### src/rtl/mfbdr_pkg.sv
// Shared types and constants of the median-filtered boost duty regulator.
package mfbdr_pkg;

    localparam int SAMPLE_W        = 12;
    localparam int WINDOW_SIZE_DEF = 16;
    localparam int CFG_IDX_W       = 3;
    localparam int CFG_DATA_W      = 20;
    localparam int DUTY_W          = 20;
    localparam int SLOPE_W         = 17;
    localparam int GAIN_W          = 8;
    localparam int OFFSET_W        = 10;
    localparam int PWM_W           = 10;

    localparam logic [SAMPLE_W-1:0] SETPOINT_RST = 12'd550;
    localparam logic [GAIN_W-1:0]   GAIN_RST     = 8'd5;
    localparam logic [DUTY_W-1:0]   DUTY_MIN_RST = 20'((1000 * 5 * 1024) / 100);
    localparam logic [DUTY_W-1:0]   DUTY_MAX_RST = 20'((1000 * 90 * 1024) / 100);
    localparam logic [SLOPE_W-1:0]  SLOPE_RST    = 17'd17604;
    localparam logic [OFFSET_W-1:0] OFFSET_RST   = 10'd0;

    localparam logic [SAMPLE_W-1:0] MV_MAX     = 12'd4095;
    localparam logic [10:0]         DUTY_RECIP = 11'd1048;
    localparam logic [9:0]          DUTY_DIV   = 10'd1000;
    localparam logic [PWM_W-1:0]    PWM_MAX    = 10'd1023;

    typedef enum logic [CFG_IDX_W-1:0] {
        REG_SETPOINT   = 3'd0,
        REG_LOOP_GAIN  = 3'd1,
        REG_DUTY_MIN   = 3'd2,
        REG_DUTY_MAX   = 3'd3,
        REG_CAL_SLOPE  = 3'd4,
        REG_CAL_OFFSET = 3'd5
    } t_cfg_idx;

    typedef struct packed {
        logic                del;
        logic                ins;
        logic [SAMPLE_W-1:0] d;
        logic [SAMPLE_W-1:0] x;
    } t_cell_cmd;

endpackage

### src/rtl/median_filtered_boost_duty_regulator.sv
// Top level of the median-filtered boost duty regulator.
// Each accepted ADC sample enters a running window kept sorted by a row of cells; the
// window median is calibrated to millivolts and drives an integral duty accumulator
// clamped to [duty_min, duty_max]; each sample yields one result holding the PWM duty
// (accumulator / 1000, saturated at 1023) and the feedback voltage. One item is in work
// at a time: the delete in the cell row happens at the transfer, then come the insert,
// the calibration multiply, the error and gain multiply, the accumulate, the reciprocal
// multiply and the correction into the output register. A new sample is taken only once
// that result is in the output register, later when the output is stalled. The window and
// accumulator reset to zeros and 51200; configuration writes take effect at once and
// belong in idle.
module median_filtered_boost_duty_regulator
    import mfbdr_pkg::*;
#(
    parameter int WINDOW_SIZE = WINDOW_SIZE_DEF
) (
    input  logic                  i_clk,
    input  logic                  i_rst_n,
    input  logic                  i_in_valid,
    output logic                  o_in_ready,
    input  logic [SAMPLE_W-1:0]   i_raw_sample,
    output logic                  o_out_valid,
    input  logic                  i_out_ready,
    output logic [PWM_W-1:0]      o_pwm_duty,
    output logic [SAMPLE_W-1:0]   o_feedback_mv,
    input  logic                  i_cfg_we,
    input  logic [CFG_IDX_W-1:0]  i_cfg_index,
    input  logic [CFG_DATA_W-1:0] i_cfg_data
);

    typedef enum logic [6:0] {
        S_IDLE = 7'b0000001,
        S_INS  = 7'b0000010,
        S_MED  = 7'b0000100,
        S_ERR  = 7'b0001000,
        S_ACC  = 7'b0010000,
        S_DIV  = 7'b0100000,
        S_OUT  = 7'b1000000
    } t_state;

    t_state r_state, n_state;

    logic [SAMPLE_W-1:0] r_setpoint;
    logic [GAIN_W-1:0]   r_gain;
    logic [DUTY_W-1:0]   r_duty_min;
    logic [DUTY_W-1:0]   r_duty_max;
    logic [SLOPE_W-1:0]  r_cal_slope;
    logic [OFFSET_W-1:0] r_cal_offset;

    logic [SAMPLE_W-1:0]       r_x;
    logic [28:0]               r_prod;
    logic [SAMPLE_W-1:0]       r_mv;
    logic signed [20:0]        r_gerr;
    logic [DUTY_W-1:0]         r_acc;
    logic [10:0]               r_q0;
    logic                      r_out_valid;
    logic [PWM_W-1:0]          r_pwm;
    logic [SAMPLE_W-1:0]       r_fb_mv;

    logic                      in_xfer;
    logic                      out_free;
    logic [SAMPLE_W-1:0]       median;

    logic [29:0]               rnd;
    logic [13:0]               scaled;
    logic signed [14:0]        mv_wide;
    logic [SAMPLE_W-1:0]       mv_sat;
    logic signed [12:0]        err;
    logic signed [20:0]        gerr;
    logic signed [21:0]        acc_sum;
    logic [DUTY_W-1:0]         acc_clamp;
    logic [30:0]               recip_prod;
    logic [DUTY_W-1:0]         q_back;
    logic [DUTY_W-1:0]         rem;
    logic [10:0]               q_full;
    logic [PWM_W-1:0]          pwm_sat;

    assign o_in_ready = (r_state == S_IDLE);
    assign in_xfer    = i_in_valid && o_in_ready;
    assign out_free   = !r_out_valid || i_out_ready;

    mfbdr_chain #(
        .WINDOW_SIZE (WINDOW_SIZE)
    ) u_chain (
        .i_clk       (i_clk),
        .i_rst_n     (i_rst_n),
        .i_del       (in_xfer),
        .i_ins       (r_state == S_INS),
        .i_sample    (i_raw_sample),
        .i_ins_value (r_x),
        .o_median    (median)
    );

    always_comb begin
        rnd     = {1'b0, r_prod} + 30'd32768;
        scaled  = rnd[29:16];
        mv_wide = $signed({1'b0, scaled}) + $signed({{5{r_cal_offset[OFFSET_W-1]}}, r_cal_offset});
        if (mv_wide < 0) begin
            mv_sat = '0;
        end else if (mv_wide > $signed({3'b0, MV_MAX})) begin
            mv_sat = MV_MAX;
        end else begin
            mv_sat = mv_wide[SAMPLE_W-1:0];
        end
        err  = $signed({1'b0, r_setpoint}) - $signed({1'b0, mv_sat});
        gerr = err * $signed({1'b0, r_gain});
    end

    always_comb begin
        acc_sum = $signed({2'b0, r_acc}) + $signed({r_gerr[20], r_gerr});
        if (acc_sum > $signed({2'b0, r_duty_max})) begin
            acc_clamp = r_duty_max;
        end else begin
            acc_clamp = acc_sum[DUTY_W-1:0];
        end
        if (acc_sum < $signed({2'b0, r_duty_min}) || acc_clamp < r_duty_min) begin
            acc_clamp = r_duty_min;
        end
    end

    always_comb begin
        recip_prod = r_acc * DUTY_RECIP;
        q_back     = {9'b0, r_q0} * {10'b0, DUTY_DIV};
        rem        = r_acc - q_back;
        q_full     = r_q0 + 11'(rem >= {10'b0, DUTY_DIV});
        pwm_sat    = (q_full > {1'b0, PWM_MAX}) ? PWM_MAX : q_full[PWM_W-1:0];
    end

    always_comb begin
        n_state = r_state;
        case (r_state)
            S_IDLE: begin
                if (in_xfer) begin
                    n_state = S_INS;
                end
            end
            S_INS:  n_state = S_MED;
            S_MED:  n_state = S_ERR;
            S_ERR:  n_state = S_ACC;
            S_ACC:  n_state = S_DIV;
            S_DIV:  n_state = S_OUT;
            S_OUT: begin
                if (out_free) begin
                    n_state = S_IDLE;
                end
            end
            default: n_state = S_IDLE;
        endcase
    end

    always_ff @(posedge i_clk) begin
        if (!i_rst_n) begin
            r_state      <= S_IDLE;
            r_out_valid  <= 1'b0;
            r_acc        <= DUTY_MIN_RST;
            r_setpoint   <= SETPOINT_RST;
            r_gain       <= GAIN_RST;
            r_duty_min   <= DUTY_MIN_RST;
            r_duty_max   <= DUTY_MAX_RST;
            r_cal_slope  <= SLOPE_RST;
            r_cal_offset <= OFFSET_RST;
        end else begin
            r_state <= n_state;
            if (r_state == S_OUT && out_free) begin
                r_out_valid <= 1'b1;
            end else if (i_out_ready) begin
                r_out_valid <= 1'b0;
            end
            if (r_state == S_ACC) begin
                r_acc <= acc_clamp;
            end
            if (i_cfg_we) begin
                case (i_cfg_index)
                    REG_SETPOINT:   r_setpoint   <= i_cfg_data[SAMPLE_W-1:0];
                    REG_LOOP_GAIN:  r_gain       <= i_cfg_data[GAIN_W-1:0];
                    REG_DUTY_MIN:   r_duty_min   <= i_cfg_data[DUTY_W-1:0];
                    REG_DUTY_MAX:   r_duty_max   <= i_cfg_data[DUTY_W-1:0];
                    REG_CAL_SLOPE:  r_cal_slope  <= i_cfg_data[SLOPE_W-1:0];
                    REG_CAL_OFFSET: r_cal_offset <= i_cfg_data[OFFSET_W-1:0];
                    default: ;
                endcase
            end
        end
    end

    always_ff @(posedge i_clk) begin
        if (in_xfer) begin
            r_x <= i_raw_sample;
        end
        if (r_state == S_MED) begin
            r_prod <= median * r_cal_slope;
        end
        if (r_state == S_ERR) begin
            r_mv   <= mv_sat;
            r_gerr <= gerr;
        end
        if (r_state == S_DIV) begin
            r_q0 <= recip_prod[30:20];
        end
        if (r_state == S_OUT && out_free) begin
            r_pwm   <= pwm_sat;
            r_fb_mv <= r_mv;
        end
    end

    assign o_out_valid   = r_out_valid;
    assign o_pwm_duty    = r_pwm;
    assign o_feedback_mv = r_fb_mv;

    a_xfer_starts_work: assert property (@(posedge i_clk) disable iff (!i_rst_n)
        in_xfer |=> (r_state == S_INS))
        else $error("accepted sample did not start the insert step");

    a_result_from_out: assert property (@(posedge i_clk) disable iff (!i_rst_n)
        $rose(o_out_valid) |-> $past(r_state == S_OUT))
        else $error("result raised outside the output step");

    a_acc_floor: assert property (@(posedge i_clk) disable iff (!i_rst_n)
        (r_state == S_ACC) |=> (r_acc >= r_duty_min))
        else $error("accumulator below lower clamp");

    a_quotient_close: assert property (@(posedge i_clk) disable iff (!i_rst_n)
        (r_state == S_OUT) |-> (q_back <= r_acc && rem < 20'd2000))
        else $error("reciprocal quotient off by more than one");

endmodule

### src/rtl/mfbdr_cell.sv
// One cell of the sorted window: a sorted slot and a tap of the sample delay line.
module mfbdr_cell
    import mfbdr_pkg::*;
(
    input  logic                i_clk,
    input  logic                i_rst_n,
    input  t_cell_cmd           i_cmd,
    input  logic                i_lo_present,
    input  logic [SAMPLE_W-1:0] i_lo_value,
    input  logic                i_lo_empty,
    input  logic [SAMPLE_W-1:0] i_hi_value,
    input  logic                i_hi_empty,
    input  logic [SAMPLE_W-1:0] i_tap,
    output logic [SAMPLE_W-1:0] o_value,
    output logic                o_empty,
    output logic [SAMPLE_W-1:0] o_tap
);

    logic [SAMPLE_W-1:0] r_value, n_value;
    logic                r_empty, n_empty;
    logic [SAMPLE_W-1:0] r_tap, n_tap;

    always_comb begin
        n_value = r_value;
        n_empty = r_empty;
        n_tap   = r_tap;
        if (i_cmd.del) begin
            n_tap = i_tap;
            if (!r_empty && r_value >= i_cmd.d && (i_hi_empty || i_hi_value > i_cmd.d)) begin
                n_value = i_hi_value;
                n_empty = i_hi_empty;
            end
        end else if (i_cmd.ins) begin
            if (r_empty || r_value > i_cmd.x) begin
                if (!i_lo_present || (!i_lo_empty && i_lo_value <= i_cmd.x)) begin
                    n_value = i_cmd.x;
                    n_empty = 1'b0;
                end else begin
                    n_value = i_lo_value;
                    n_empty = i_lo_empty;
                end
            end
        end
    end

    always_ff @(posedge i_clk) begin
        if (!i_rst_n) begin
            r_value <= '0;
            r_empty <= 1'b0;
            r_tap   <= '0;
        end else begin
            r_value <= n_value;
            r_empty <= n_empty;
            r_tap   <= n_tap;
        end
    end

    assign o_value = r_value;
    assign o_empty = r_empty;
    assign o_tap   = r_tap;

endmodule

### src/rtl/mfbdr_chain.sv
// Row of sorting cells holding the sample window, with oldest tap and median.
module mfbdr_chain
    import mfbdr_pkg::*;
#(
    parameter int WINDOW_SIZE = WINDOW_SIZE_DEF
) (
    input  logic                i_clk,
    input  logic                i_rst_n,
    input  logic                i_del,
    input  logic                i_ins,
    input  logic [SAMPLE_W-1:0] i_sample,
    input  logic [SAMPLE_W-1:0] i_ins_value,
    output logic [SAMPLE_W-1:0] o_median
);

    localparam int MID = WINDOW_SIZE / 2;

    logic [SAMPLE_W-1:0] w_value [WINDOW_SIZE];
    logic                w_empty [WINDOW_SIZE];
    logic [SAMPLE_W-1:0] w_tap   [WINDOW_SIZE];
    t_cell_cmd           w_cmd;

    assign w_cmd.del = i_del;
    assign w_cmd.ins = i_ins;
    assign w_cmd.d   = w_tap[WINDOW_SIZE-1];
    assign w_cmd.x   = i_ins_value;

    for (genvar g = 0; g < WINDOW_SIZE; g++) begin : g_cell
        logic                lo_present;
        logic [SAMPLE_W-1:0] lo_value;
        logic                lo_empty;
        logic [SAMPLE_W-1:0] hi_value;
        logic                hi_empty;
        logic [SAMPLE_W-1:0] tap_in;

        if (g == 0) begin : g_bottom
            assign lo_present = 1'b0;
            assign lo_value   = '0;
            assign lo_empty   = 1'b0;
            assign tap_in     = i_sample;
        end else begin : g_lower
            assign lo_present = 1'b1;
            assign lo_value   = w_value[g-1];
            assign lo_empty   = w_empty[g-1];
            assign tap_in     = w_tap[g-1];
        end

        if (g == WINDOW_SIZE - 1) begin : g_top
            assign hi_value = '0;
            assign hi_empty = 1'b1;
        end else begin : g_upper
            assign hi_value = w_value[g+1];
            assign hi_empty = w_empty[g+1];
        end

        mfbdr_cell u_cell (
            .i_clk        (i_clk),
            .i_rst_n      (i_rst_n),
            .i_cmd        (w_cmd),
            .i_lo_present (lo_present),
            .i_lo_value   (lo_value),
            .i_lo_empty   (lo_empty),
            .i_hi_value   (hi_value),
            .i_hi_empty   (hi_empty),
            .i_tap        (tap_in),
            .o_value      (w_value[g]),
            .o_empty      (w_empty[g]),
            .o_tap        (w_tap[g])
        );
    end

    if ((WINDOW_SIZE % 2) == 0) begin : g_even
        logic [SAMPLE_W:0] mid_sum;
        assign mid_sum  = {1'b0, w_value[MID]} + {1'b0, w_value[MID-1]};
        assign o_median = mid_sum[SAMPLE_W:1];
    end else begin : g_odd
        assign o_median = w_value[MID];
    end

endmodule

### config.mk
export PLATFORM = sky130hd
export DESIGN_NAME = median_filtered_boost_duty_regulator
export DESIGN_NICKNAME = d
export VERILOG_FILES = /design/src/rtl/mfbdr_pkg.sv /design/src/rtl/median_filtered_boost_duty_regulator.sv /design/src/rtl/mfbdr_cell.sv /design/src/rtl/mfbdr_chain.sv
export SDC_FILE = /design/constraint.sdc
export NUM_CORES = 2
export LEC_CHECK = 0
export CORE_ASPECT_RATIO = 1.5
export CORE_UTILIZATION = 30
export CTS_CLUSTER_DIAMETER = 120
export DETAILED_ROUTE_END_ITERATION = 10
export DONT_BUFFER_PORTS = 1
export SLEW_MARGIN = 20
export SYNTH_ARGS = -nofsm -noshare
export SYNTH_HDL_FRONTEND = slang
export SYNTH_SLANG_ARGS = --single-unit
### constraint.sdc
create_clock -name i_clk -period 12 [get_ports i_clk]
set_input_delay 2.4 -clock i_clk [delete_from_list [all_inputs] [get_ports i_clk]]
set_output_delay 2.4 -clock i_clk [all_outputs]
set_load 0.005 [all_outputs]
After elaboration in Yosys (flattened, before gate mapping). Cells that the tools add are included.

Register bits: 622. Bits in latches: 0. Memory bits (writable): 0. Memory bits (read-only): 0. Input port bits: 40. Memories: 0.

Add/subtract/negate cells: 7. Multipliers: 4. Divide/modulo/power cells: 0. Magnitude comparators: 69. Equality and inequality tests: 30. Shifts and indexed selects: 0. Mux-type cells: 167. Bitwise gates (word level): 0. Reductions and logical operators: 140.

Operator list (count): $mux W12 (81); $gt A12 B12 Y1 (31); $ge A12 B12 Y1 (16); $le A12 B12 Y1 (15); $mux W1 (81); $pmux W7 S7 (1); $logic_and A1 B1 Y1 (48); $reduce_and A3 Y1 (16); $mux W20 (2); $reduce_bool A2 Y1 (18); $ne A2 B1 Y1 const B (17); $logic_or A1 B1 Y1 (33); $add A29 B16 Y30 const B (1); $mul A12 B17 Y29 (1); $mul A20 B8 Y28 const B (1); $add A21 B21 Y22 (1); $gt A22 B21 Y1 (1); $lt A22 B21 Y1 (1); $mul A13 B9 Y21 (1); $ge A20 B10 Y1 const B (1); $lt A20 B20 Y1 (1); $sub A20 B20 Y20 (1); $logic_not A1 Y1 (17); $mul A11 B7 Y17 const B (1); 21 further kinds (30).

Logic depth before layout (Yosys ltp).
Depth after elaboration: 7. Gate-level depth with buffers: 43. Mapped depth without buffers: 42.

Modules after synthesis. From an unflattened synthesis, not the netlist that was laid out.

Cell total of the unflattened synthesis: 7551. Area total of the unflattened synthesis: 63992.6 um^2.

Modules (own cells, without submodules): mfbdr_cell (u_chain.g_cell[0].u_cell ...) (times used 13, cells an instance 294, area an instance 2396.0 um^2, seq. area each 500.5 um^2); median_filtered_boost_duty_regulator (times used 1, cells an instance 2825, area an instance 25131.6 um^2, seq. area each 5064.9 um^2); mfbdr_cell (u_chain.g_cell[8].u_cell ...) (times used 2, cells an instance 278, area an instance 2411.1 um^2, seq. area each 500.5 um^2); mfbdr_cell (u_chain.g_cell[7].u_cell) (times used 1, cells an instance 274, area an instance 2341.0 um^2, seq. area each 500.5 um^2); mfbdr_chain (times used 1, cells an instance 74, area an instance 549.3 um^2, seq. area each 0.0 um^2).

Least setup slack after synthesis. Ideal clock, no wire load.

Kind: register to register. Start: reg r_prod[15]. End: reg r_gerr[20], data pin. Setup time: 260 ps. Arrival time: 9209 ps. Required time: 11740 ps. Setup slack: 2531 ps. Cell stages (with the launch flop): 40. Path buffers: 2. Clock period less this slack: 9469 ps. Cell sequence: edfxtp_1 ha_1 ha_1 fa_1 a21o_1 a21oi_1 o21ai_0 a21o_1 a21o_1 nand3_1 a311oi_1 a31oi_1 xor2_1 clkbuf_1 o21ai_0 ha_1 nor2b_1 o21ai_0 [... 4 more ...] o21ai_0 a21oi_1 o41ai_1 clkbuf_1 nand2_1 fa_1 fa_1 inv_1 fa_1 inv_1 fa_1 inv_1 ha_1 or3_1 o31ai_1 o2111ai_1 a21oi_1 xnor2_1.

Longest elaborated chain between the ends: 7.

RTL lines: from (decl) (line median_filtered_boost_duty_regulator.sv:51) `logic [28:0] r_prod;`; from (signal assigned) (line median_filtered_boost_duty_regulator.sv:191) `r_prod <= median * r_cal_slope;`; $add A29 B16 Y30 (*) (line median_filtered_boost_duty_regulator.sv:95) `rnd = {1'b0, r_prod} + 30'd32768;`; $add A15 B10 Y15 (*) (line median_filtered_boost_duty_regulator.sv:97) `mv_wide = $signed({1'b0, scaled}) + $signed({{5{r_cal_offset[OFFSET_W-1]}}, r_cal_offset});`; $gt A15 B13 Y1 (line median_filtered_boost_duty_regulator.sv:100) `end else if (mv_wide > $signed({3'b0, MV_MAX})) begin`; $mux W12 (line median_filtered_boost_duty_regulator.sv:100); $mux W12 (*) (line median_filtered_boost_duty_regulator.sv:98) `if (mv_wide < 0) begin`; $sub A12 B12 Y13 (*) (line median_filtered_boost_duty_regulator.sv:105) `err = $signed({1'b0, r_setpoint}) - $signed({1'b0, mv_sat});`; $mul A13 B9 Y21 (*) (line median_filtered_boost_duty_regulator.sv:106) `gerr = err * $signed({1'b0, r_gain});`; named net gerr[20] (line median_filtered_boost_duty_regulator.sv:69) `logic signed [20:0] gerr;`; to (signal assigned) (line median_filtered_boost_duty_regulator.sv:195) `r_gerr <= gerr;`; to (decl) (line median_filtered_boost_duty_regulator.sv:53) `logic signed [20:0] r_gerr;`.

The timed path passes the listed nets; every way through them passes the cells marked *. A chain may end at the register's enable or synchronous reset.

Worst setup path in the final report. Ends and elaborated chain as after synthesis.

==> results.sh <==
export IMPL_routed_wirelength_mm=150
export IMPL_max_freq_ghz=0.0909
export IMPL_numCtsBuffers=66
export IMPL_cts_hold_buf=0
export IMPL_async_flop_share_pct=0
export IMPL_grt_pass1_wl_mm=241
export IMPL_netlist_area_sq_um=52200
export IMPL_initial_utilization_pct=30.2
export IMPL_setup_worst_path_end="r_gerr[20]"
export IMPL_ios=64
export IMPL_slowest_stage="o41ai_2"
export IMPL_crit_type="flip-flop to flip-flop"
export IMPL_nets=6923
export IMPL_area_delta_synth_final_pct=9.19
export IMPL_end_kind="flip-flop"
export IMPL_comb_power_share_pct=50.2
export IMPL_fin_cells=8200
export IMPL_synth_area_leaders="dfxtp_1 (20%), ha_1 (17%), fa_1 (11%)"
export IMPL_core_area_sq_um=173000
export IMPL_ys_seq_area_share_pct=25.0
export IMPL_yosys_area_top_type_share_pct=19.7
export IMPL_fin_worst_skew_ns=0.0553
export IMPL_die_w_um=343
export IMPL_drc=0
export IMPL_setup_violations_final=0
export IMPL_syn_area_per_cell_sq_um=8.66
export IMPL_ys_ff_latch=607
export IMPL_min_from="r_mv[5]"
export IMPL_fp_row_count=187
export IMPL_grt_use_total_pct=17.1
export IMPL_die_area_sq_um=176000
export IMPL_rr_endpoint="r_gerr[20]"
export IMPL_cts_setup_buffers=0
export IMPL_ant_nets=0
export IMPL_finalCritPeriodShare_pct=91.7
export IMPL_peakVddDrop_mv=0.144
export IMPL_finalHoldViolCount=0
export IMPL_pwr_share_seq_pct=27.5
export IMPL_drv_slew=0
export IMPL_gp_congestion=0.871
export IMPL_cts_tree="done"
export IMPL_synthCells=6030
export IMPL_viasPerCell=5.20
export IMPL_path_clk_slew_ns=0.06
export IMPL_status="completed"
export IMPL_internal_power_mw=5.77
export IMPL_synth_top_cell_by_area="dfxtp_1"
export IMPL_hold_path_class="flip-flop to flip-flop"
export IMPL_swShare_pct=42.6
export IMPL_dp_cells=8079
export IMPL_post_route_min_period_ns=11.00
export IMPL_r2r_cells=37
export IMPL_ys_flop_type="dfxtp_1"
export IMPL_first_pass_iters=5
export IMPL_grt_setup_unrepaired="false"
export IMPL_critical_path_arrival_ns=11.44
export IMPL_first_global_vias=44000
export IMPL_vias=42600
export IMPL_critical_path_buf_inv_count=3
export IMPL_cts_sinks=607
export IMPL_worst_pin_slew_ns=1.14
export IMPL_start_kind="flip-flop"
export IMPL_required_ns=12.43
export IMPL_drt_wirelength_per_cell_um=18.3
export IMPL_setup_tns_final_ns=0
export IMPL_htree_levels=3
export IMPL_path_depth=37
export IMPL_syn_num_nets=7074
export IMPL_r2r_start="r_prod[15]"
export IMPL_port_buffers=0
export IMPL_ys_warnings_count=0
export IMPL_clk_insertion_delay_late_ns=0.70
export IMPL_nFillCells=17800
export IMPL_r2r_slack_ns=1.0
export IMPL_synth_distinct_cells=89
export IMPL_detailed_place_hpwl_mm=109
export IMPL_startpoint="r_prod[15]"
export IMPL_power_total_mw=10.1
export IMPL_yosys_top_cells_count="nand2_1 (1012), ha_1 (721), dfxtp_1 (515)"
export IMPL_critPathMaxFanout=23
export IMPL_whs_ns=0.421
export IMPL_maxCapViolCount=0
export IMPL_clockRootBuffer="clkbuf_16"
export IMPL_power_density_nw_per_um2=176
export IMPL_clockPowerShare_pct=22.3
export IMPL_drive_gt1_share_pct=5.43
export IMPL_power_switching_mw=4.28
export IMPL_ctsResizeCount=0
export IMPL_clockBufferDepth=3
export IMPL_die_h_um=513
export IMPL_relSlewSlack_pct=24.1
export IMPL_crit_family="compound AO/OA/AOI/OAI gates"
export IMPL_synth_edf_count=92
export IMPL_p_leak_nw=25.7
export IMPL_drt_iter0_drc=2487
export IMPL_yosysMostFrequentCell="nand2_1"
export IMPL_grt_max_degree=429
export IMPL_antenna_found_initial=2
export IMPL_overflow=0
export IMPL_max_stage_delay_ns=0.74
cell usage in the layout, fill, tap and decap left out, types with 181 or more instances in the layout:
cell type / synthesis / layout
ha_1: 721 / 721
inv_1: 504 / 503
nor2_1: 257 / 256
mux2i_1: 240 / 240
dfxtp_1: 515 / 515
nand2_1: 1012 / 1012
o21ai_0: 251 / 251
a21oi_1: 309 / 308
fa_1: 283 / 283
a21boi_0: 181 / 181
registers in the layout, summed over array words and instances (netlist names), 11 cells and up:
| signal | count |
|---|---|
| r_gerr | 21 |
| r_q0 | 11 |
| r_acc | 20 |
| r_cal_slope | 17 |
| r_prod | 14 |
| r_x | 12 |
| r_duty_min | 20 |
| r_duty_max | 20 |
| r_setpoint | 12 |
| u_chain.g_cell.u_cell.o_empty | 16 |
| r_mv | 12 |
| o_feedback_mv | 12 |
| u_chain.g_cell.u_cell.o_value | 192 |
| u_chain.g_cell.u_cell.o_tap | 192 |
final cells by class:
type,instances,area (sq um),share of cell area [%]
clock buffer,87,1860,3.27
tap,2268,2840,4.98
multi-input combinational,4617,36200,63.4
timing repair buffer,81,637,1.12
inverter,506,1910,3.35
antenna,1,2.50,0.00439
sequential,607,13100,22.9
clock inverter,33,531,0.930
per-layer routing:
layer | vias up | part of all wire (%) | global-route usage, %
li1 | 20600 | - | -
met2 | 926 | 51 | 31.2
met4 | 2 | 5.7 | 9.35
met3 | 386 | 3.7 | 2.14
met1 | 20700 | 39 | 18.9
met5 | - | 0.0087 | 0
worst min-delay path by stage:
| stage | endpoint | slack, ns | cells after the start |
|---|---|---|---|
| floorplan | o_feedback_mv[0] | 0.40 | 0 |
| global placement | o_feedback_mv[5] | 0.41 | 0 |
| detailed placement | o_feedback_mv[4] | 0.41 | 0 |
| CTS | o_feedback_mv[5] | 0.42 | 0 |
| global route | o_feedback_mv[3] | 0.43 | 0 |
| finish | o_feedback_mv[5] | 0.42 | 0 |
kinds of logic (layout without fill, tap and decap cells):
kind of cell,count (synthesis),after routing,share of synthesized area (%)
multiplexers,258,258,5.00
flip-flops,607,607,25.0
buffers and inverters,806,707,5.93
adder cells (fa/ha/maj),1004,1004,28.1
other,0,1,0
XOR/XNOR,128,128,2.15
AND/OR/NAND/NOR,1847,1847,15.9
AO/OA/AOI/OAI,1380,1380,17.9
through the flow:
stage | setup WS (ns) | util (%) | cell area (sq um)
after floorplan | 2.53 | - | 52200
after global placement | 1.29 | 31.6 | 54600
after detailed placement | 0.997 | 31.6 | 54600
after CTS | 0.971 | 33.0 | 57000
after global routing | 0.122 | 33.0 | 57000
final | 0.996 | 33.0 | 57000
power groups by stage:
stage | combinational [mW] | clock [mW] | sequential, mW
floorplan | 3.92 | 0 | 2.61
global placement | 4.88 | 0 | 2.80
detailed placement | 5.04 | 0 | 2.80
global route | 5.67 | 2.37 | 2.79
finish | 5.05 | 2.24 | 2.77
CTS | 5.06 | 2.30 | 2.76
Note: power is estimated with default switching activity, not from simulation.
